File: config.mk
export PLATFORM = sky130hd
export DESIGN_NAME = adsr_envelope_gain_core
export DESIGN_NICKNAME = d
export VERILOG_FILES = /design/src/rtl/adsr_pkg.sv /design/src/rtl/adsr_frac_div.sv /design/src/rtl/adsr_scale_mul.sv /design/src/rtl/adsr_envelope_gain_core.sv
export SDC_FILE = /design/constraint.sdc
export NUM_CORES = 2
export LEC_CHECK = 0
export BUFFER_PORTS_ARGS = -buffer_cell sky130_fd_sc_hd__buf_4
export CAP_MARGIN = 0
export CORE_ASPECT_RATIO = 1.1
export CORE_MARGIN = 4
export CORE_UTILIZATION = 54
export CTS_CLUSTER_DIAMETER = 60
export DETAILED_ROUTE_END_ITERATION = 7
export PLACE_DENSITY = 0.69
export REMOVE_ABC_BUFFERS = 1
export SLEW_MARGIN = 0
export SYNTH_ARGS = -nofsm -noshare
export SYNTH_HDL_FRONTEND = slang
export SYNTH_SLANG_ARGS = --single-unit
File: constraint.sdc
create_clock -name clk_i -period 10.2 [get_ports clk_i]
set_clock_uncertainty 0.2 [all_clocks]
set_input_delay 1.02 -clock clk_i [delete_from_list [all_inputs] [get_ports clk_i]]
set_output_delay 1.02 -clock clk_i [all_outputs]
set_load 0.01 [all_outputs]
File: src/rtl/adsr_pkg.sv
// shared types and constants for the adsr envelope gain block
// no dependencies
package adsr_pkg;

  localparam int unsigned COUNT_W  = 24;
  localparam int unsigned SAMPLE_W = 32;
  localparam int unsigned FRAC_W   = 16;
  localparam int unsigned GAIN_W   = FRAC_W + 1;
  localparam int unsigned STEP_W   = $clog2(FRAC_W + 1);
  localparam int unsigned CFG_IDX_W = 2;

  localparam logic [GAIN_W-1:0] UNITY = GAIN_W'(1) << FRAC_W;

  localparam logic [COUNT_W-1:0] ATTACK_RST  = COUNT_W'(4800);
  localparam logic [COUNT_W-1:0] DECAY_RST   = COUNT_W'(4800);
  localparam logic [COUNT_W-1:0] RELEASE_RST = COUNT_W'(4800);
  localparam logic [GAIN_W-1:0]  SUSTAIN_RST = GAIN_W'(32768);

  // configuration register indexes
  localparam logic [CFG_IDX_W-1:0] REG_ATTACK  = 2'd0;
  localparam logic [CFG_IDX_W-1:0] REG_DECAY   = 2'd1;
  localparam logic [CFG_IDX_W-1:0] REG_RELEASE = 2'd2;
  localparam logic [CFG_IDX_W-1:0] REG_SUSTAIN = 2'd3;

  typedef enum logic [2:0] {
    PH_IDLE    = 3'd0,
    PH_ATTACK  = 3'd1,
    PH_DECAY   = 3'd2,
    PH_SUSTAIN = 3'd3,
    PH_RELEASE = 3'd4
  } phase_e;

  typedef struct packed {
    logic signed [SAMPLE_W-1:0] sample_in;
    logic                       gate;
  } in_t;

  typedef struct packed {
    logic signed [SAMPLE_W-1:0] sample_out;
    logic [2:0]                 phase;
  } out_t;

endpackage

File: src/rtl/adsr_frac_div.sv
// restoring divider, one quotient bit per cycle: floor(num * 2^FRAC_W / den)
// expects num < den; depends on adsr_pkg
module adsr_frac_div (
  input  logic                         clk_i,
  input  logic                         rst_ni,
  input  logic                         start_i,
  input  logic [adsr_pkg::COUNT_W-1:0] num_i,
  input  logic [adsr_pkg::COUNT_W-1:0] den_i,
  output logic                         done_o,
  output logic [adsr_pkg::FRAC_W-1:0]  quo_o
);

  logic [adsr_pkg::COUNT_W-1:0] rem_q, den_q;
  logic [adsr_pkg::FRAC_W-1:0]  quo_q;
  logic [adsr_pkg::STEP_W-1:0]  step_q;
  logic                         busy_q, done_q;
  logic [adsr_pkg::COUNT_W:0]   shifted;
  logic                         fits;

  // remainder stays below den, so the doubled value fits one extra bit
  assign shifted = {rem_q, 1'b0};
  assign fits    = shifted >= {1'b0, den_q};

  always_ff @(posedge clk_i or negedge rst_ni) begin
    if (!rst_ni) begin
      busy_q <= 1'b0;
      done_q <= 1'b0;
      step_q <= '0;
    end else begin
      done_q <= 1'b0;
      if (start_i) begin
        busy_q <= 1'b1;
        step_q <= adsr_pkg::STEP_W'(adsr_pkg::FRAC_W);
      end else if (busy_q) begin
        step_q <= step_q - adsr_pkg::STEP_W'(1);
        if (step_q == adsr_pkg::STEP_W'(1)) begin
          busy_q <= 1'b0;
          done_q <= 1'b1;
        end
      end
    end
  end

  always_ff @(posedge clk_i) begin
    if (start_i) begin
      rem_q <= num_i;
      den_q <= den_i;
      quo_q <= '0;
    end else if (busy_q) begin
      rem_q <= fits ? adsr_pkg::COUNT_W'(shifted - {1'b0, den_q})
                    : shifted[adsr_pkg::COUNT_W-1:0];
      quo_q <= {quo_q[adsr_pkg::FRAC_W-2:0], fits};
    end
  end

  assign done_o = done_q;
  assign quo_o  = quo_q;

endmodule

File: src/rtl/adsr_scale_mul.sv
// shared registered multiplier: (a * b) >> FRAC_W, product held in an output register
// depends on adsr_pkg
module adsr_scale_mul (
  input  logic                          clk_i,
  input  logic [adsr_pkg::SAMPLE_W-1:0] a_i,
  input  logic [adsr_pkg::GAIN_W-1:0]   b_i,
  output logic [adsr_pkg::SAMPLE_W-1:0] p_o
);

  logic [adsr_pkg::SAMPLE_W+adsr_pkg::GAIN_W-1:0] prod;
  logic [adsr_pkg::SAMPLE_W-1:0]                  p_q;

  assign prod = a_i * b_i;

  always_ff @(posedge clk_i) begin
    p_q <= prod[adsr_pkg::FRAC_W +: adsr_pkg::SAMPLE_W];
  end

  assign p_o = p_q;

endmodule

File: src/rtl/adsr_envelope_gain_core.sv
// adsr envelope gain: each sample is scaled by an attack/decay/sustain/release gain
// attack, decay and release run the bit-serial divider, then the shared multiplier (release
// uses it twice: release gain, then sample scale); idle and sustain go straight to it
// one item at a time: no new transfer is taken until the result is loaded into the output
// register, which waits while a finished result there has not yet been taken
// reset: phase idle, count zero, config registers at their defaults; depends on adsr_pkg
module adsr_envelope_gain_core (
  input  logic                           clk_i,
  input  logic                           rst_ni,
  input  logic                           in_valid_i,
  output logic                           in_ready_o,
  input  adsr_pkg::in_t                  in_data_i,
  output logic                           out_valid_o,
  input  logic                           out_ready_i,
  output adsr_pkg::out_t                 out_data_o,
  input  logic                           cfg_we_i,
  input  logic [adsr_pkg::CFG_IDX_W-1:0] cfg_idx_i,
  input  logic [adsr_pkg::COUNT_W-1:0]   cfg_data_i
);

  typedef enum logic [2:0] {
    ST_IDLE,
    ST_DIV,
    ST_RMUL,
    ST_RGAIN,
    ST_MUL,
    ST_OUT
  } state_e;

  typedef enum logic [2:0] {
    MD_ZERO,
    MD_SUS,
    MD_ATTACK,
    MD_DECAY,
    MD_RELEASE
  } mode_e;

  state_e                        state_q;
  mode_e                         mode_q, mode_d;
  adsr_pkg::phase_e              phase_q, res_ph, nxt_ph;
  logic [adsr_pkg::COUNT_W-1:0]  count_q, res_cnt, nxt_cnt;
  logic [adsr_pkg::COUNT_W-1:0]  attack_q, decay_q, release_q, den_d;
  logic [adsr_pkg::GAIN_W-1:0]   sustain_q, sus, gain_q, dec_gain;
  logic [adsr_pkg::SAMPLE_W-1:0] mag_d, mag_q, mul_a, mul_p;
  logic [adsr_pkg::GAIN_W-1:0]   mul_b;
  logic                          neg_q, accept, need_div, div_done, out_valid_q;
  logic [adsr_pkg::FRAC_W-1:0]   quo;
  adsr_pkg::out_t                out_q;

  assign in_ready_o = (state_q == ST_IDLE);
  assign accept     = in_valid_i && in_ready_o;
  assign sus        = (sustain_q > adsr_pkg::UNITY) ? adsr_pkg::UNITY : sustain_q;

  // resolve phase ends first: attack may hand over to decay, decay to sustain
  always_comb begin
    res_ph  = phase_q;
    res_cnt = count_q;
    if (res_ph == adsr_pkg::PH_ATTACK && res_cnt >= attack_q) begin
      res_ph  = adsr_pkg::PH_DECAY;
      res_cnt = '0;
    end
    if (res_ph == adsr_pkg::PH_DECAY && res_cnt >= decay_q) begin
      res_ph  = adsr_pkg::PH_SUSTAIN;
      res_cnt = '0;
    end
    nxt_ph  = res_ph;
    nxt_cnt = res_cnt;
    mode_d  = MD_ZERO;
    den_d   = attack_q;
    case (res_ph)
      adsr_pkg::PH_ATTACK: begin
        mode_d  = MD_ATTACK;
        nxt_cnt = res_cnt + adsr_pkg::COUNT_W'(1);
      end
      adsr_pkg::PH_DECAY: begin
        mode_d  = MD_DECAY;
        den_d   = decay_q;
        nxt_cnt = res_cnt + adsr_pkg::COUNT_W'(1);
      end
      adsr_pkg::PH_SUSTAIN: begin
        mode_d = MD_SUS;
        if (!in_data_i.gate) begin
          nxt_ph  = adsr_pkg::PH_RELEASE;
          nxt_cnt = '0;
        end
      end
      adsr_pkg::PH_RELEASE: begin
        if (res_cnt >= release_q) begin
          nxt_ph  = adsr_pkg::PH_IDLE;
          nxt_cnt = '0;
        end else begin
          mode_d  = MD_RELEASE;
          den_d   = release_q;
          nxt_cnt = res_cnt + adsr_pkg::COUNT_W'(1);
        end
      end
      default: begin
        nxt_ph = adsr_pkg::PH_IDLE;
        if (in_data_i.gate) begin
          nxt_ph  = adsr_pkg::PH_ATTACK;
          nxt_cnt = '0;
        end
      end
    endcase
  end

  assign need_div = (mode_d == MD_ATTACK) || (mode_d == MD_DECAY) || (mode_d == MD_RELEASE);
  // magnitude of the most negative sample is 2^(SAMPLE_W-1), which still fits unsigned
  assign mag_d    = in_data_i.sample_in[adsr_pkg::SAMPLE_W-1] ?
                    adsr_pkg::SAMPLE_W'(-in_data_i.sample_in) : in_data_i.sample_in;
  assign dec_gain = adsr_pkg::UNITY - adsr_pkg::GAIN_W'(quo);

  // multiplier is shared: release gain first, then the sample scale
  always_comb begin
    if (state_q == ST_RMUL) begin
      mul_a = adsr_pkg::SAMPLE_W'(sus);
      mul_b = dec_gain;
    end else begin
      mul_a = mag_q;
      mul_b = gain_q;
    end
  end

  adsr_frac_div u_div (
    .clk_i   (clk_i),
    .rst_ni  (rst_ni),
    .start_i (accept && need_div),
    .num_i   (res_cnt),
    .den_i   (den_d),
    .done_o  (div_done),
    .quo_o   (quo)
  );

  adsr_scale_mul u_mul (
    .clk_i (clk_i),
    .a_i   (mul_a),
    .b_i   (mul_b),
    .p_o   (mul_p)
  );

  always_ff @(posedge clk_i or negedge rst_ni) begin
    if (!rst_ni) begin
      attack_q  <= adsr_pkg::ATTACK_RST;
      decay_q   <= adsr_pkg::DECAY_RST;
      release_q <= adsr_pkg::RELEASE_RST;
      sustain_q <= adsr_pkg::SUSTAIN_RST;
    end else if (cfg_we_i) begin
      unique case (cfg_idx_i)
        adsr_pkg::REG_ATTACK:  attack_q  <= cfg_data_i;
        adsr_pkg::REG_DECAY:   decay_q   <= cfg_data_i;
        adsr_pkg::REG_RELEASE: release_q <= cfg_data_i;
        adsr_pkg::REG_SUSTAIN: sustain_q <= cfg_data_i[adsr_pkg::GAIN_W-1:0];
      endcase
    end
  end

  always_ff @(posedge clk_i or negedge rst_ni) begin
    if (!rst_ni) begin
      state_q     <= ST_IDLE;
      phase_q     <= adsr_pkg::PH_IDLE;
      count_q     <= '0;
      mode_q      <= MD_ZERO;
      out_valid_q <= 1'b0;
    end else begin
      // in ST_OUT the result register is either held or reloaded below
      if (out_valid_q && out_ready_i && (state_q != ST_OUT)) begin
        out_valid_q <= 1'b0;
      end
      unique case (state_q)
        ST_IDLE: begin
          if (accept) begin
            phase_q          <= nxt_ph;
            count_q          <= nxt_cnt;
            mode_q           <= mode_d;
            mag_q            <= mag_d;
            neg_q            <= in_data_i.sample_in[adsr_pkg::SAMPLE_W-1];
            gain_q           <= (mode_d == MD_SUS) ? sus : '0;
            state_q          <= need_div ? ST_DIV : ST_MUL;
          end
        end
        ST_DIV: begin
          if (div_done) begin
            priority if (mode_q == MD_RELEASE) begin
              state_q <= ST_RMUL;
            end else if (mode_q == MD_DECAY) begin
              gain_q  <= (dec_gain < sus) ? sus : dec_gain;
              state_q <= ST_MUL;
            end else begin
              gain_q  <= adsr_pkg::GAIN_W'(quo);
              state_q <= ST_MUL;
            end
          end
        end
        ST_RMUL: begin
          state_q <= ST_RGAIN;
        end
        ST_RGAIN: begin
          gain_q  <= mul_p[adsr_pkg::GAIN_W-1:0];
          state_q <= ST_MUL;
        end
        ST_MUL: begin
          state_q <= ST_OUT;
        end
        ST_OUT: begin
          // wait for the output register to free up
          if (!out_valid_q || out_ready_i) begin
            out_q.sample_out <= neg_q ? adsr_pkg::SAMPLE_W'(-mul_p) : mul_p;
            out_q.phase      <= phase_q;
            out_valid_q      <= 1'b1;
            state_q          <= ST_IDLE;
          end
        end
        default: begin
          state_q <= ST_IDLE;
        end
      endcase
    end
  end

  assign out_valid_o = out_valid_q;
  assign out_data_o  = out_q;

endmodule
==> results.md <==
* Status: completed
* Mapped Area at 33900 um2
* Critical setup path kind: register to register
* DRC Markers at 0
* Final WL at 99000 um
* Synth Area per Inst at 9.22 um2
* Gpl congestion at 0.945
* Synth warnings at 0
* Post-DR vias/cell at 5.92
* Nets at 4483
* Antenna violations before repair at 3
* I/O pin count at 101
* Relative max-transition margin at 12.0%
* Clk buf depth at 3
* Most common cell in the netlist: nand2_1
* Tcrit/Tclk final at 95.2%
* GR Util met2 at 48.0%
* Setup slack, reg-to-reg at 0.49 ns
* Clock transition at the registers of the reported paths at 0.06 ns
* Drt pass-1 iters at 8
* Cell accounting for the most synthesized area: fa_1
* GR Layer Usage met3 at 5.32%
* Crit end category: register
* Final Max Tran Viols at 0
* First-iteration detailed-routing DRC count at 2634
* WHS at 0.282 ns
* Total track usage at 29.9%
* Sequential fraction of the synthesis area at 24.3%
* Busiest grt layer: met2
* Worst-margin pin slew at 1.32 ns
* Max reg flops at 35
* Max_cap viols at 0
* Tmin final at 9.71 ns
* Largest net degree at the start of global routing at 77
* Core area at 62300 um2
* First-pass GRT wire length at 156000 um
* Crit start category: register
* Final setup vio count at 0
* Worst path most repeated cell: fa_1
* R2r startpoint: u_div.quo_o[0]$_SDFFE_PP0P_
* Post-Route Setup TNS at 0 ns
* Die W at 247 um
* CTS HTree Levels at 2
* Post-synth top cells: 603 x nand2_1, 597 x inv_1, 447 x fa_1
* Reg2reg end: u_mul.p_o[26]$_DFF_P_
* WL/cell at 21.5 um
* Die Ht at 271 um
* FILL cells at 5434
* Asr flop ratio synth at 41.8%
* Antenna-violating nets left at 0
* FF+latch count, synth at 311
* Worst Path Max Fanout at 5
* Clock sink total at 311
* Rows at 96
* Final hold violation count at 0
* Slowest-stage cell, CP: o21ai_0
* Port bufs at 100
* Total grt overflow at 0
* # resized after CTS at 0
* R2R cell count at 31
* Post-CTS Hold Fix Bufs at 0
* Post-synth EDFFs at 133
* Yosys top cell area share at 26.4%
* CP required at 10.43 ns
* Via count at 27.2k
* Synth top area cells: fa_1 26%, edfxtp_1 12%, ha_1 8.7%
* Postcts setup bufs at 0
* Slowest stage delay, CP at 0.67 ns
* Final HPWL DP at 76900 um
* Hold Path Class: primary input to asynchronous set/reset pin
* Arrival time at the worst endpoint at 9.94 ns
* Worst-Skew Late Latency at 0.58 ns
* Layout cells sized above 1 at 9.24%
* Die ar. at 66900 um2
* Initial Util at 54.4%
* TritonCTS clock tree: yes
* RSZ-0062 raised after global routing: no
* Fmax at 103 MHz
* Met1 Resource Use GR at 40.7%
* Area Growth Syn to Fin at 9.36%
* Synth unique cells at 81
* CTS root buf: clkbuf_16
* Synthesized instance count at 3680
* Vias in the first global route at 27.4k
* CTS buffer count at 39
* Ys flop type: edfxtp_1
-- cells in the final DEF, fill, tap and decap left out, types with 65 or more instances in the layout --
cell,instances
inv_1,596
edfxtp_1,133
nand2_1,602
nor2_1,178
and3_1,77
o21ai_0,147
ha_1,235
mux2_2,65
xnor2_1,101
a21oi_1,94
dfrtp_1,117
buf_4,172
fa_1,447
-- worst max-delay path: cells and delay by family (launching register included) --
family	cells	cell delay, ns
AOI/OAI and AO/OA	8	2.45
xor gates and xnor gates	1	0.16
adders and majority gates	8	3.72
buffers and inverters	6	0.54
DFF	1	0.35
and+or+nand+nor	8	2.13
-- per-layer routing --
layer  vias to the layer above  wire [um]
li1                      12116          -
met2                      1270      46100
met5                         -          0
met1                     13592      39300
met3                       252       9190
met4                         0       4400
-- metrics by stage --
step                instances  instance area (um2)  setup slack, ns  util, %
floorplan                3518                33300            -1.22        -
global placement         4529                35800            0.721     57.4
detailed placement       4529                35800            0.616     57.4
CTS                      4600                37100            0.546     59.5
global route             4602                37100           0.0556     59.5
finish                   4602                37100            0.487     59.5
-- cells by family (layout without fill, tap and decap cells) --
logic type,count (synthesis),count (layout),share of synthesized area (%)
mux,86,86,2.78
flops,311,311,24.3
xor+xnor,123,123,3.18
compound gates,546,546,10.5
fa+ha+maj,682,682,35.1
buf+inv,760,847,8.41
simple gates,1172,1172,15.8
other cells,0,2,0
-- worst max path at each step --
| stage | startpoint | to | slack (ns) | cells past startpoint |
|---|---|---|---|---|
| 4_1_cts | u_div.quo_o[0]$_SDFFE_PP0P_ | u_mul.p_o[26]$_DFF_P_ | 0.55 | 31 |
| 2_1_floorplan | count_q[0]$_DFFE_PN0P_ | u_div.rem_q[21]$_DFFE_PP_ | -1.22 | 29 |
| 5_1_grt | u_div.quo_o[0]$_SDFFE_PP0P_ | u_mul.p_o[26]$_DFF_P_ | 0.06 | 31 |
| 3_5_place_dp | u_div.quo_o[0]$_SDFFE_PP0P_ | u_mul.p_o[26]$_DFF_P_ | 0.62 | 31 |
| 3_3_place_gp | u_div.quo_o[0]$_SDFFE_PP0P_ | u_mul.p_o[26]$_DFF_P_ | 0.72 | 31 |
| 6_report | u_div.quo_o[0]$_SDFFE_PP0P_ | u_mul.p_o[26]$_DFF_P_ | 0.49 | 31 |
-- area by class of cell --
cell class	instances	area [um2]	share of cell area, %
multi-input cells	2609	22900	61.7
flip-flops and latches	311	8220	22.2
inverters	598	2240	6.05
repair buffers	178	1400	3.78
clock buffers	54	1110	3.01
well taps	833	1040	2.81
clock inverters	17	169	0.455
diodes	2	5.00	0.0135
Power is not shown: default switching activity piles up to over one toggle a cycle in this logic, so the estimate is an artifact.
